### src/hdl/drm_pkg.sv
// shared types, register indexes and the sequencer microprogram
`default_nettype none

package drm_pkg;

    // configuration port
    localparam int CFG_IDX_W  = 3;
    localparam int CFG_DATA_W = 24;

    localparam logic [CFG_IDX_W-1:0] REG_TARGET = 3'd0;
    localparam logic [CFG_IDX_W-1:0] REG_OFFSET = 3'd1;
    localparam logic [CFG_IDX_W-1:0] REG_GAIN   = 3'd2;
    localparam logic [CFG_IDX_W-1:0] REG_PERIOD = 3'd3;
    localparam logic [CFG_IDX_W-1:0] REG_TOL    = 3'd4;

    // register reset values
    localparam logic [15:0] GAIN_RST   = 16'd12845;
    localparam logic [15:0] PERIOD_RST = 16'd1311;
    localparam logic [15:0] TOL_RST    = 16'd655;

    // drive limits, Q1.14
    localparam logic signed [15:0] DRIVE_POS = 16'sd16384;
    localparam logic signed [15:0] DRIVE_NEG = -16'sd16384;
    localparam logic [14:0]        QUO_FULL  = 15'd16384;

    // quotient bits produced by the divider
    localparam int DIV_BITS = 15;
    localparam int CNT_W    = $clog2(DIV_BITS);

    // microprogram step addresses
    localparam int STEP_W = 4;
    typedef logic [STEP_W-1:0] step_t;

    localparam step_t ST_WAIT_IN    = 4'd0;
    localparam step_t ST_MUL_V      = 4'd1;
    localparam step_t ST_ADD_V      = 4'd2;
    localparam step_t ST_MUL_P      = 4'd3;
    localparam step_t ST_ADD_P      = 4'd4;
    localparam step_t ST_CHECK      = 4'd5;
    localparam step_t ST_DIV_INIT   = 4'd6;
    localparam step_t ST_DIV_STEP   = 4'd7;
    localparam step_t ST_DRIVE_DIV  = 4'd8;
    localparam step_t ST_DRIVE_SIGN = 4'd9;
    localparam step_t ST_FINISH     = 4'd10;
    localparam step_t ST_EMIT       = 4'd11;

    // datapath operations
    typedef enum logic [3:0] {
        OP_LATCH,
        OP_MUL_V,
        OP_ADD_V,
        OP_MUL_P,
        OP_ADD_P,
        OP_CHECK,
        OP_DIV_INIT,
        OP_DIV_STEP,
        OP_DRIVE_DIV,
        OP_DRIVE_SIGN,
        OP_FINISH,
        OP_EMIT
    } op_t;

    // jump conditions
    typedef enum logic [2:0] {
        CND_NEVER,
        CND_ALWAYS,
        CND_IN_FIRE,
        CND_OUT_FREE,
        CND_DONE,
        CND_TZERO,
        CND_CNT_NZ
    } cond_t;

    // one control word: taken jump goes to target, otherwise next step or hold
    typedef struct packed {
        op_t   op;
        cond_t cond;
        logic  hold;
        step_t target;
    } ctrl_t;

    // datapath status seen by the sequencer
    typedef struct packed {
        logic in_fire;
        logic out_free;
        logic done;
        logic tzero;
        logic cnt_nz;
    } flags_t;

    // microprogram rom
    function automatic ctrl_t seq_rom(input step_t s);
        ctrl_t c;
        c = '{op: OP_EMIT, cond: CND_ALWAYS, hold: 1'b0, target: ST_WAIT_IN};
        unique case (s)
            ST_WAIT_IN:
                c = '{op: OP_LATCH, cond: CND_IN_FIRE, hold: 1'b1, target: ST_MUL_V};
            ST_MUL_V:
                c = '{op: OP_MUL_V, cond: CND_NEVER, hold: 1'b0, target: ST_WAIT_IN};
            ST_ADD_V:
                c = '{op: OP_ADD_V, cond: CND_NEVER, hold: 1'b0, target: ST_WAIT_IN};
            ST_MUL_P:
                c = '{op: OP_MUL_P, cond: CND_NEVER, hold: 1'b0, target: ST_WAIT_IN};
            ST_ADD_P:
                c = '{op: OP_ADD_P, cond: CND_NEVER, hold: 1'b0, target: ST_WAIT_IN};
            ST_CHECK:
                c = '{op: OP_CHECK, cond: CND_DONE, hold: 1'b0, target: ST_FINISH};
            ST_DIV_INIT:
                c = '{op: OP_DIV_INIT, cond: CND_TZERO, hold: 1'b0, target: ST_DRIVE_SIGN};
            ST_DIV_STEP:
                c = '{op: OP_DIV_STEP, cond: CND_CNT_NZ, hold: 1'b0, target: ST_DIV_STEP};
            ST_DRIVE_DIV:
                c = '{op: OP_DRIVE_DIV, cond: CND_ALWAYS, hold: 1'b0, target: ST_EMIT};
            ST_DRIVE_SIGN:
                c = '{op: OP_DRIVE_SIGN, cond: CND_ALWAYS, hold: 1'b0, target: ST_EMIT};
            ST_FINISH:
                c = '{op: OP_FINISH, cond: CND_NEVER, hold: 1'b0, target: ST_WAIT_IN};
            ST_EMIT:
                c = '{op: OP_EMIT, cond: CND_OUT_FREE, hold: 1'b1, target: ST_WAIT_IN};
            default:
                c = '{op: OP_EMIT, cond: CND_ALWAYS, hold: 1'b0, target: ST_WAIT_IN};
        endcase
        return c;
    endfunction

endpackage

`default_nettype wire

### src/hdl/drm_if.sv
// tick and result channel interfaces
`default_nettype none

// one accelerometer sample plus pid output per word
interface drm_tick_if;
    logic               valid;
    logic               ready;
    logic signed [15:0] accel_sample;
    logic signed [31:0] pid_output;

    modport source (output valid, accel_sample, pid_output, input ready);
    modport sink   (input valid, accel_sample, pid_output, output ready);
endinterface

// position, drive and arrival flag per word
interface drm_result_if;
    logic               valid;
    logic               ready;
    logic signed [31:0] position;
    logic signed [15:0] drive_command;
    logic               finished;

    modport source (output valid, position, drive_command, finished, input ready);
    modport sink   (input valid, position, drive_command, finished, output ready);
endinterface

`default_nettype wire

### src/hdl/drm_seq.sv
// microcode sequencer: step counter, control rom and conditional jumps
`default_nettype none

module drm_seq (
    input  wire logic            clk,
    input  wire logic            rst_n,
    input  wire drm_pkg::flags_t flags,
    output drm_pkg::ctrl_t       ctrl,
    output drm_pkg::step_t       step
);
    import drm_pkg::*;

    step_t step_reg;
    step_t step_next;
    logic  take;

    // control word for the current step
    always_comb ctrl = seq_rom(step_reg);

    // jump condition select
    always_comb
    begin
        unique case (ctrl.cond)
            CND_NEVER:    take = 1'b0;
            CND_ALWAYS:   take = 1'b1;
            CND_IN_FIRE:  take = flags.in_fire;
            CND_OUT_FREE: take = flags.out_free;
            CND_DONE:     take = flags.done;
            CND_TZERO:    take = flags.tzero;
            CND_CNT_NZ:   take = flags.cnt_nz;
            default:      take = 1'b0;
        endcase
    end

    // next step
    always_comb
    begin
        priority if (take)
            step_next = ctrl.target;
        else if (ctrl.hold)
            step_next = step_reg;
        else
            step_next = step_reg + step_t'(1);
    end

    // step counter
    always_ff @(posedge clk or negedge rst_n)
    begin
        if (!rst_n)
            step_reg <= ST_WAIT_IN;
        else
            step_reg <= step_next;
    end

    assign step = step_reg;

endmodule

`default_nettype wire

### src/hdl/accel_dead_reckon_move.sv
// dead-reckoning move block: double integration of acceleration and drive scaling
//
//  channel  dir  handshake      payload
//  tick     in   valid/ready    accel_sample, pid_output
//  result   out  valid/ready    position, drive_command, finished
//  cfg      in   cfg_we         cfg_index, cfg_data (write only)
//
// A tick runs these steps when the drive needs the divide: take the word, four
// integrate steps, arrival check, divider setup, 15 restoring divider steps (one
// quotient bit each), drive forming and emit. A finished move skips the divider
// and clears the integrators; a zero target skips the divider steps and drives by sign.
// Reset clears velocity, position and the registers to their defaults at once.
// A stalled result holds the emit step; the next word is not taken while it waits.
`default_nettype none

module accel_dead_reckon_move #(
    parameter int POS_WIDTH = 32
) (
    input  wire logic                             clk,
    input  wire logic                             rst_n,
    input  wire logic                             cfg_we,
    input  wire logic [drm_pkg::CFG_IDX_W-1:0]    cfg_index,
    input  wire logic [drm_pkg::CFG_DATA_W-1:0]   cfg_data,
    drm_tick_if.sink                              tick,
    drm_result_if.source                          result
);
    import drm_pkg::*;

    // internal widths
    localparam int PROD_W = 49;
    localparam int PSW    = ((POS_WIDTH > 34) ? POS_WIDTH : 34) + 1;
    localparam int XW     = (POS_WIDTH > 32) ? POS_WIDTH : 32;
    localparam int EW     = ((POS_WIDTH > 24) ? POS_WIDTH : 24) + 1;
    localparam int REM_W  = 32 + 14;
    localparam int DSH_W  = 24 + DIV_BITS;

    localparam logic signed [PSW-1:0] PMAX = {{(PSW-POS_WIDTH+1){1'b0}}, {(POS_WIDTH-1){1'b1}}};
    localparam logic signed [PSW-1:0] PMIN = ~PMAX;
    localparam logic signed [XW-1:0]  OMAX = {{(XW-31){1'b0}}, {31{1'b1}}};
    localparam logic signed [XW-1:0]  OMIN = ~OMAX;

    // sequencer
    ctrl_t  ctrl;
    step_t  step;
    flags_t flags;

    // configuration registers
    logic signed [23:0] target_reg;
    logic signed [15:0] offset_reg;
    logic [15:0]        gain_reg;
    logic [15:0]        period_reg;
    logic [15:0]        tol_reg;

    // integrator state
    logic signed [31:0]          vel_reg;
    logic signed [31:0]          vel_next;
    logic signed [POS_WIDTH-1:0] pos_reg;
    logic signed [POS_WIDTH-1:0] pos_next;

    // per-tick working registers
    logic signed [15:0]       accel_reg;
    logic signed [31:0]       pid_reg;
    logic signed [PROD_W-1:0] prod_reg;
    logic signed [31:0]       res_pos_reg;
    logic                     done_reg;
    logic signed [15:0]       drive_reg;
    logic [REM_W-1:0]         rem_reg;
    logic [DSH_W-1:0]         dsh_reg;
    logic [DIV_BITS-1:0]      quo_reg;
    logic                     ovf_reg;
    logic [CNT_W-1:0]         cnt_reg;

    // output register
    logic               out_valid_reg;
    logic               out_valid_next;
    logic signed [31:0] out_pos_reg;
    logic signed [15:0] out_drive_reg;
    logic               out_fin_reg;

    // datapath nets
    logic               in_fire;
    logic               out_free;
    logic signed [16:0] diff;
    logic signed [32:0] mul_a;
    logic [15:0]        mul_b;
    logic signed [49:0] mul_full;
    logic signed [33:0] vr_sum;
    logic signed [33:0] v_sum;
    logic signed [31:0] v_sat;
    logic signed [49:0] pr_sum;
    logic signed [PSW-1:0] p_sum;
    logic signed [POS_WIDTH-1:0] p_sat;
    logic signed [XW-1:0] pos_x;
    logic signed [31:0] rep_pos;
    logic signed [EW-1:0] err;
    logic [EW-1:0]      err_mag;
    logic               done_now;
    logic [23:0]        tgt_mag;
    logic [31:0]        pid_mag;
    logic               rem_ge;
    logic [15:0]        q_mag;
    logic signed [15:0] drive_div;
    logic signed [15:0] drive_sgn;

    drm_seq u_seq (
        .clk   (clk),
        .rst_n (rst_n),
        .flags (flags),
        .ctrl  (ctrl),
        .step  (step)
    );

    // handshakes
    assign tick.ready = (step == ST_WAIT_IN);
    assign in_fire    = tick.valid && tick.ready;
    assign out_free   = !out_valid_reg || result.ready;

    // shared multiplier: offset-corrected sample times gain, or velocity times period
    assign diff     = 17'(accel_reg) - 17'(offset_reg);
    assign mul_a    = (ctrl.op == OP_MUL_P) ? 33'(vel_reg) : 33'(diff);
    assign mul_b    = (ctrl.op == OP_MUL_P) ? period_reg : gain_reg;
    assign mul_full = mul_a * $signed({1'b0, mul_b});

    // velocity update, round half up by 2^12 and saturate to 32 bits
    assign vr_sum = 34'($signed(prod_reg[32:0])) + 34'sd2048;
    assign v_sum  = 34'(vel_reg) + 34'($signed(vr_sum[33:12]));
    always_comb
    begin
        priority if (v_sum > 34'sd2147483647)
            v_sat = 32'sh7fffffff;
        else if (v_sum < -34'sd2147483648)
            v_sat = 32'sh80000000;
        else
            v_sat = v_sum[31:0];
    end

    // position update, round half up by 2^16 and saturate to the accumulator width
    assign pr_sum = 50'(prod_reg) + 50'sd32768;
    assign p_sum  = PSW'(pos_reg) + PSW'($signed(pr_sum[49:16]));
    always_comb
    begin
        priority if (p_sum > PMAX)
            p_sat = PMAX[POS_WIDTH-1:0];
        else if (p_sum < PMIN)
            p_sat = PMIN[POS_WIDTH-1:0];
        else
            p_sat = p_sum[POS_WIDTH-1:0];
    end

    // reported position clipped to 32 bits
    assign pos_x = XW'(pos_reg);
    always_comb
    begin
        priority if (pos_x > OMAX)
            rep_pos = 32'sh7fffffff;
        else if (pos_x < OMIN)
            rep_pos = 32'sh80000000;
        else
            rep_pos = pos_x[31:0];
    end

    // arrival test
    assign err      = EW'(target_reg) - EW'(pos_reg);
    assign err_mag  = err[EW-1] ? $unsigned(-err) : $unsigned(err);
    assign done_now = err_mag < EW'(tol_reg);

    // divider operands and trial compare
    assign tgt_mag = target_reg[23] ? $unsigned(-target_reg) : $unsigned(target_reg);
    assign pid_mag = pid_reg[31] ? $unsigned(-pid_reg) : $unsigned(pid_reg);
    assign rem_ge  = REM_W'(dsh_reg) <= rem_reg;

    // drive forming
    assign q_mag     = (ovf_reg || (quo_reg > QUO_FULL)) ? 16'(QUO_FULL) : 16'(quo_reg);
    assign drive_div = pid_reg[31] ? (16'd0 - q_mag) : q_mag;
    always_comb
    begin
        priority if (pid_reg[31])
            drive_sgn = DRIVE_NEG;
        else if (pid_reg != '0)
            drive_sgn = DRIVE_POS;
        else
            drive_sgn = '0;
    end

    // sequencer status
    always_comb
    begin
        flags.in_fire  = in_fire;
        flags.out_free = out_free;
        flags.done     = done_now;
        flags.tzero    = (target_reg == '0);
        flags.cnt_nz   = (cnt_reg != '0);
    end

    // integrator next values
    always_comb
    begin
        vel_next = vel_reg;
        pos_next = pos_reg;
        unique case (ctrl.op)
            OP_ADD_V:  vel_next = v_sat;
            OP_ADD_P:  pos_next = p_sat;
            OP_FINISH:
            begin
                vel_next = '0;
                pos_next = '0;
            end
            default: ;
        endcase
    end

    // output valid next value
    always_comb
    begin
        priority if ((ctrl.op == OP_EMIT) && out_free)
            out_valid_next = 1'b1;
        else if (result.ready)
            out_valid_next = 1'b0;
        else
            out_valid_next = out_valid_reg;
    end

    // configuration, integrator state and output valid
    always_ff @(posedge clk or negedge rst_n)
    begin
        if (!rst_n)
        begin
            target_reg    <= '0;
            offset_reg    <= '0;
            gain_reg      <= GAIN_RST;
            period_reg    <= PERIOD_RST;
            tol_reg       <= TOL_RST;
            vel_reg       <= '0;
            pos_reg       <= '0;
            out_valid_reg <= 1'b0;
        end
        else
        begin
            if (cfg_we)
            begin
                unique case (cfg_index)
                    REG_TARGET: target_reg <= cfg_data[23:0];
                    REG_OFFSET: offset_reg <= cfg_data[15:0];
                    REG_GAIN:   gain_reg   <= cfg_data[15:0];
                    REG_PERIOD: period_reg <= cfg_data[15:0];
                    REG_TOL:    tol_reg    <= cfg_data[15:0];
                    default: ;
                endcase
            end
            vel_reg       <= vel_next;
            pos_reg       <= pos_next;
            out_valid_reg <= out_valid_next;
        end
    end

    // working registers driven by the current micro-op
    always_ff @(posedge clk)
    begin
        unique case (ctrl.op)
            OP_LATCH:
            begin
                if (in_fire)
                begin
                    accel_reg <= tick.accel_sample;
                    pid_reg   <= tick.pid_output;
                end
            end
            OP_MUL_V, OP_MUL_P:
                prod_reg <= mul_full[PROD_W-1:0];
            OP_CHECK:
            begin
                res_pos_reg <= rep_pos;
                done_reg    <= done_now;
                rem_reg     <= {pid_mag, 14'd0};
                dsh_reg     <= {tgt_mag, {DIV_BITS{1'b0}}};
            end
            OP_DIV_INIT:
            begin
                ovf_reg <= rem_ge;
                dsh_reg <= dsh_reg >> 1;
                cnt_reg <= CNT_W'(DIV_BITS - 1);
                quo_reg <= '0;
            end
            OP_DIV_STEP:
            begin
                if (rem_ge)
                begin
                    rem_reg <= rem_reg - REM_W'(dsh_reg);
                    quo_reg <= {quo_reg[DIV_BITS-2:0], 1'b1};
                end
                else
                begin
                    quo_reg <= {quo_reg[DIV_BITS-2:0], 1'b0};
                end
                dsh_reg <= dsh_reg >> 1;
                cnt_reg <= cnt_reg - CNT_W'(1);
            end
            OP_DRIVE_DIV:  drive_reg <= drive_div;
            OP_DRIVE_SIGN: drive_reg <= drive_sgn;
            OP_FINISH:     drive_reg <= '0;
            default: ;
        endcase
    end

    // output word register
    always_ff @(posedge clk)
    begin
        if ((ctrl.op == OP_EMIT) && out_free)
        begin
            out_pos_reg   <= res_pos_reg;
            out_drive_reg <= drive_reg;
            out_fin_reg   <= done_reg;
        end
    end

    assign result.valid         = out_valid_reg;
    assign result.position      = out_pos_reg;
    assign result.drive_command = out_drive_reg;
    assign result.finished      = out_fin_reg;

    // a new result word only comes out of the emit step
    a_emit_source: assert property (@(posedge clk) disable iff (!rst_n)
        $rose(out_valid_reg) |-> $past(step) == ST_EMIT)
        else $error("result valid rose outside the emit step");

    // a finished word never drives the motor
    a_fin_zero: assert property (@(posedge clk) disable iff (!rst_n)
        out_valid_reg && out_fin_reg |-> out_drive_reg == '0)
        else $error("finished word with nonzero drive");

    // arrival clears both integrators
    a_clear: assert property (@(posedge clk) disable iff (!rst_n)
        $past(step) == ST_FINISH |-> vel_reg == '0 && pos_reg == '0)
        else $error("integrators not cleared after arrival");

    // divider steps only follow its setup or another step
    a_div_order: assert property (@(posedge clk) disable iff (!rst_n)
        step == ST_DIV_STEP |-> $past(step) == ST_DIV_INIT || $past(step) == ST_DIV_STEP)
        else $error("divider step entered out of order");

endmodule

`default_nettype wire
### src/flat_wrapper.sv
// flat-port wrapper written by rule: the top's interface ports become plain ports
module accel_dead_reckon_move_flat import drm_pkg::*;
#(
    parameter int POS_WIDTH = 32
)
  (clk, rst_n, cfg_we, cfg_index, cfg_data, tick_valid, tick_accel_sample, tick_pid_output, tick_ready, result_valid, result_position, result_drive_command, result_finished, result_ready);
  drm_tick_if tick_i ();
  drm_result_if result_i ();
  input  wire logic clk;
  input  wire logic rst_n;
  input  wire logic cfg_we;
  input  wire logic [drm_pkg::CFG_IDX_W-1:0] cfg_index;
  input  wire logic [drm_pkg::CFG_DATA_W-1:0] cfg_data;
  input wire logic [$bits(tick_i.valid)-1:0] tick_valid;
  input wire logic [$bits(tick_i.accel_sample)-1:0] tick_accel_sample;
  input wire logic [$bits(tick_i.pid_output)-1:0] tick_pid_output;
  output wire logic [$bits(tick_i.ready)-1:0] tick_ready;
  output wire logic [$bits(result_i.valid)-1:0] result_valid;
  output wire logic [$bits(result_i.position)-1:0] result_position;
  output wire logic [$bits(result_i.drive_command)-1:0] result_drive_command;
  output wire logic [$bits(result_i.finished)-1:0] result_finished;
  input wire logic [$bits(result_i.ready)-1:0] result_ready;
  assign tick_i.valid = tick_valid;
  assign tick_i.accel_sample = tick_accel_sample;
  assign tick_i.pid_output = tick_pid_output;
  assign tick_ready = tick_i.ready;
  assign result_valid = result_i.valid;
  assign result_position = result_i.position;
  assign result_drive_command = result_i.drive_command;
  assign result_finished = result_i.finished;
  assign result_i.ready = result_ready;
  accel_dead_reckon_move #(.POS_WIDTH(POS_WIDTH)) u_core (.clk(clk), .rst_n(rst_n), .cfg_we(cfg_we), .cfg_index(cfg_index), .cfg_data(cfg_data), .tick(tick_i), .result(result_i));
endmodule
### config.mk
export PLATFORM = sky130hd
export DESIGN_NAME = accel_dead_reckon_move_flat
export DESIGN_NICKNAME = d
export VERILOG_FILES = /design/src/hdl/drm_pkg.sv /design/src/hdl/drm_if.sv /design/src/hdl/drm_seq.sv /design/src/hdl/accel_dead_reckon_move.sv /design/src/flat_wrapper.sv
export SDC_FILE = /design/constraint.sdc
export NUM_CORES = 2
export LEC_CHECK = 0
export ABC_AREA = 1
export BUFFER_PORTS_ARGS = -buffer_cell sky130_fd_sc_hd__buf_2
export CAP_MARGIN = 20
export CORE_ASPECT_RATIO = 0.9
export CORE_MARGIN = 8
export CORE_UTILIZATION = 65
export CTS_CLUSTER_SIZE = 8
export DETAILED_ROUTE_END_ITERATION = 16
export PLACE_DENSITY = 0.83
export SKIP_CTS_REPAIR_TIMING = 1
export SYNTH_ARGS = -nofsm -noshare
export SYNTH_HDL_FRONTEND = slang
export SYNTH_SLANG_ARGS = --single-unit
### constraint.sdc
create_clock -name clk -period 9 [get_ports clk]
set_clock_uncertainty 0.2 [all_clocks]
set_input_delay 0.9 -clock clk [delete_from_list [all_inputs] [get_ports clk]]
set_output_delay 0.9 -clock clk [all_outputs]
set_load 0.02 [all_outputs]
# Yosys cells after proc, flatten, opt, wreduce, memory -nomap -nowiden

Memories as Yosys holds them, arrays and structs flattened.
Cells that the tools add are included.

Add/sub/neg operators: 13
Multipliers: 1
$lt $le $gt $ge: 9
Equal/unequal tests: 23
Mux-type cells: 28
Reductions and logical operators: 27

Operators by type and width:

| kind                     | number |
|---|---|
| $mux W32                 | 6 |
| $pmux W32 S2             | 2 |
| $pmux W46 S2             | 1 |
| $pmux W39 S2             | 1 |
| $mux W33                 | 2 |
| $add A49 B17 Y50 const B | 1 |
| $mul A33 B17 Y49         | 1 |
| $mux W16                 | 3 |
| $pmux W16 S3             | 1 |
| $le A39 B46 Y1           | 1 |
| $mux W46                 | 1 |
| $sub A46 B39 Y46         | 1 |
| $add A32 B34 Y35         | 1 |
| $gt A35 B32 Y1 const B   | 1 |
| $lt A35 B32 Y1 const B   | 1 |
| $add A33 B13 Y34 const B | 1 |
| $gt A34 B32 Y1 const B   | 1 |
| $lt A34 B32 Y1 const B   | 1 |
| $add A32 B22 Y33         | 1 |
| $lt A33 B16 Y1           | 1 |
| $neg A33 Y33             | 1 |
| $sub A24 B32 Y33         | 1 |
| $gt A32 B32 Y1 const B   | 1 |
| $lt A32 B32 Y1 const B   | 1 |
| other kinds (35)         | 68 |

Register bits: 457
Memory bits (read-only): 192
Bits of input ports: 80
Memories kept: 1

Memory list:

| name             | words | bits a word | read ports | clocked after Yosys merged registers in | write ports | line          | RTL |
|---|---|---|---|---|---|---|---|
| (name not given) | 16    | 12          | 1          | 0                                       | 0           | drm_pkg.sv:95 | `unique case (s)` |

# Longest topological paths before layout

Depth in word-level cells: 6
Gate-level depth with buffers: 44
Depth with buffers taken out: 43

# Hierarchy

A second synthesis with hierarchy kept.

Cells, all modules: 6170
Area total of the unflattened synthesis: 48461.5 µm²

By module, submodules not included:

| module                 | times used | cells each | area an instance (µm²) | seq. area each (µm²) |
|---|---|---|---|---|
| accel_dead_reckon_move | 1          | 6096       | 47913.5                | 12532.0 |
| drm_seq                | 1          | 74         | 548.0                  | 100.1 |

# Worst setup path after synthesis

Ideal clock, no wire load.

Kind: register to register
Start point: register u_core.offset_reg[0]
End point: register u_core.prod_reg[47], data pin
Arrival time: 7594 ps
Data required time: 8535 ps
Path slack: 941 ps
Stages on the path, launching flop included: 38
Path buffers: 1
Period minus slack after synthesis: 8059 ps
Cells stage by stage: dfrtp_1 > ha_1 > fa_1 > nand3b_1 > nand2_1 > a21oi_1 > o21ai_0 > nand2_1 > nand2_1 > a21oi_1 > nor2_1 > o21ai_0 > nand2_1 > nor2_1 > o21ai_0 > nand2_1 > inv_1 > clkbuf_1 > [2 not listed] > fa_1 > fa_1 > inv_1 > fa_1 > fa_1 > inv_1 > fa_1 > inv_1 > ha_1 > a21oi_1 > inv_1 > nor2_1 > o21ai_0 > a21oi_1 > o21ai_0 > a221oi_1 > o21ai_0 > xor2_1

Word-level cells in the longest chain between the ends: 3

RTL lines:

| item                          | line                          | RTL |
|---|---|---|
| start: declaration            | accel_dead_reckon_move.sv:49  | `logic signed [15:0] offset_reg;` |
| start signal: assignment      | accel_dead_reckon_move.sv:243 | `REG_OFFSET: offset_reg <= cfg_data[15:0];` |
| $sub A16 B16 Y17              | accel_dead_reckon_move.sv:119 | `assign diff = 17'(accel_reg) - 17'(offset_reg);` |
| $mux W33                      | accel_dead_reckon_move.sv:120 | `assign mul_a = (ctrl.op == OP_MUL_P) ? 33'(vel_reg) : 33'(diff);` |
| $mul A33 B17 Y49              | accel_dead_reckon_move.sv:122 | `assign mul_full = mul_a * $signed({1'b0, mul_b});` |
| named net u_core.mul_full[47] | accel_dead_reckon_move.sv:86  | `logic signed [49:0] mul_full;` |
| end signal: assignment        | accel_dead_reckon_move.sv:269 | `prod_reg <= mul_full[PROD_W-1:0];` |
| end: declaration              | accel_dead_reckon_move.sv:63  | `logic signed [PROD_W-1:0] prod_reg;` |

The timed path passes the listed nets, and every way through them passes these cells.
A chain may end at the register's enable or synchronous reset.

# Final worst setup path

Ends and elaborated chain as after synthesis.

==> flow_summary.toml <==
[status]
status = "finished, final reports clean"

[clocking]
root_buffer = "clkbuf_16"
htreeDepth = 3
cts.sinks = 446
numCtsBuffers = 66
path_clk_slew_ns = 0.05
clock_path_buffers = 3
cts_tree = "built"
clock_latency_ns = 0.61

[logic_synthesis]
syn_area_sq_mm = 0.04764
yosysUniqueCellTypes = 63
ys_ff_latch = 446
synth_warnings = 0
yosysTopAreaCellShare_pct = 20.67
syn-num-nets = 6913
ys_top_cells_by_count = "1314 x nand2_1, 1234 x inv_1, 611 x nor2_1, 492 x fa_1, 323 x o21ai_0"
yosysTopAreaCell = "fa_1"
synth_edf_count = 289
yosysSeqAreaShare_pct = 26.51
syn_area_per_cell_sq_um = 7.880
async_flop_share_pct = 35.20
synthTopCellsByArea = "fa_1 21%, edfxtp_1 18%, nand2_1 10%"
synth_flop_cell = "edfxtp_1"
syn_inst = 6046
synth.most_common_cell = "nand2_1"

[timing]
worst_pin_slew_ns = 1.165
setup_tns_ns = 0
min_period_ns = 8.586
period_share_pct = 95.40
finalSetupViolCount = 0
fmax_mhz = 116.5
max_slew_margin_pct = 21.64
final_max_slew_viol_count = 0
hold_viol = 0

[layout]
drive_gt1_share_pct = 7.778
area_growth_pct = 9.128
largest_reg_flops = 46
final_cell_area_sq_mm = 0.05199
layout.nets = 7070

[setup_path]
arrival_ns = 8.72
rr_worst_depth = 36
critPathLaunchType = "flip-flop"
path_max_fanout = 9
cpMaxStageDelayCell = "fa_1"
r2r-end = "u_core.prod_reg[47]$_DFFE_PP_"
crit_buf_inv = 9
r2r_start = "u_core.offset_reg[0]$_DFFE_PN0P_"
crit_top_cell = "fa_1"
required_ns = 9.14
slowest_delay_ns = 0.55
crit_path_end_kind = "flip-flop"
path_delay_family = "adder cells"
r2r_setup_slack_ns = 0.41
path_class = "reg -> reg"

[die]
start_util_pct = 65.44
die_h_microns = 272.8
pin_count = 131
core_sq_mm = 0.07280
die_x_microns = 301.4
dieArea_sq_mm = 0.08223
core.rowCount = 94

[place]
place_congestion = 0.9860
portBuffers = 130
hpwl_microns = 116900
postPlaceCellArea_sq_mm = 0.04991

[global_routing]
grt_max_degree = 83
grt_pass1_vias = 40508
antenna_found_initial = 8
grt_usage_pct = 34.63
grt_first_pass_wirelength_microns = 224600
grt-ovfl-total = 0

[drt]
viasPerCell = 5.720
dr.first_iter.drc_count = 4443
vias = 41241
postRouteAntennaNets = 0
wl_microns = 143600
drc_errors = 0
drt_pass1_iterations = 8
post_drt_wl_per_cell_microns = 19.91

[flow_run]
drv_cap = 0

[worst_hold_path]
hold_path_class = "in -> async"
[how the worst max path moves through the flow]
stage                                           startpoint                       endpoint  slack [ns]  depth (start not counted)
after detailed placement  u_core.offset_reg[0]$_DFFE_PN0P_  u_core.prod_reg[47]$_DFFE_PP_        0.11                         39
after CTS                 u_core.offset_reg[0]$_DFFE_PN0P_  u_core.prod_reg[47]$_DFFE_PP_        0.17                         39
after floorplan           u_core.offset_reg[0]$_DFFE_PN0P_  u_core.prod_reg[47]$_DFFE_PP_        0.94                         37
final                     u_core.offset_reg[0]$_DFFE_PN0P_  u_core.prod_reg[47]$_DFFE_PP_        0.41                         36
after global placement    u_core.offset_reg[0]$_DFFE_PN0P_  u_core.prod_reg[47]$_DFFE_PP_        0.25                         40
after global routing      u_core.offset_reg[0]$_DFFE_PN0P_  u_core.prod_reg[47]$_DFFE_PP_     -0.0006                         36
[routing by layer]
layer  share of wire (%)  GRT usage, %
met1                  42         49.30
met5               0.016             0
met4                 3.4         11.06
met3                  11         6.494
met2                  44         53.68
[logic make-up after synthesis]
family                     Yosys count  share of synthesized area, %
and+or+nand+nor                   2311                         19.82
buffers and inverters             1432                         11.37
AOI/OAI and AO/OA                  854                         9.877
adders and majority gates          787                         28.42
DFF                                446                         26.51
xor gates and xnor gates           210                         3.860
muxes                                6                        0.1366
[metrics by stage]
| step | instances | worst slack, ns | hold WS [ns] | utilization (%) |
|---|---|---|---|---|
| after floorplan | 6046 | 0.9409 | 0.2003 | - |
| after CTS | 7206 | 0.1739 | 0.2141 | 71.29 |
| after global routing | 7210 | -0.0006404 | 0.2207 | 71.42 |
| final | 7210 | 0.4137 | 0.1425 | 71.42 |
| after global placement | 7092 | 0.2534 | 0.2007 | 68.53 |
| after detailed placement | 7093 | 0.1104 | 0.2045 | 68.55 |
[layout make-up]
class,instances,area (sq um)
multi-input combinational,4168,29750
sequential,446,12630
timing repair buffer,258,1670
fill,5788,20810
inverter,1263,4741
clock inverter,6,123.9
tap,960,1201
antenna,2,5.005
clock buffer,107,1868
[placed cells by master (no fill, tap or decap), types with 14 or more instances in the layout]
cell       instances
a21oi_1          317
a31oi_1           30
buf_2            129
buf_4            122
clkbuf_1          37
clkbuf_16         68
dfrtp_1          137
dfstp_2           20
edfxtp_1         289
fa_1             491
ha_1             294
inv_1           1231
inv_2             23
nand2_1         1309
nand2_2           22
nand3_1          166
nand4_1           37
nor2_1           602
nor2_2            14
nor3_1            73
nor4_1            30
o211ai_1          32
o21a_1            25
o21ai_0          315
o21ai_1           34
o21ai_2           15
o31ai_1           15
or2_2             14
xnor2_1           78
xor2_1           132
Power is left out: the tool's default activity adds up to more than one toggle a clock period on the data nets, which glitch-free logic cannot reach.
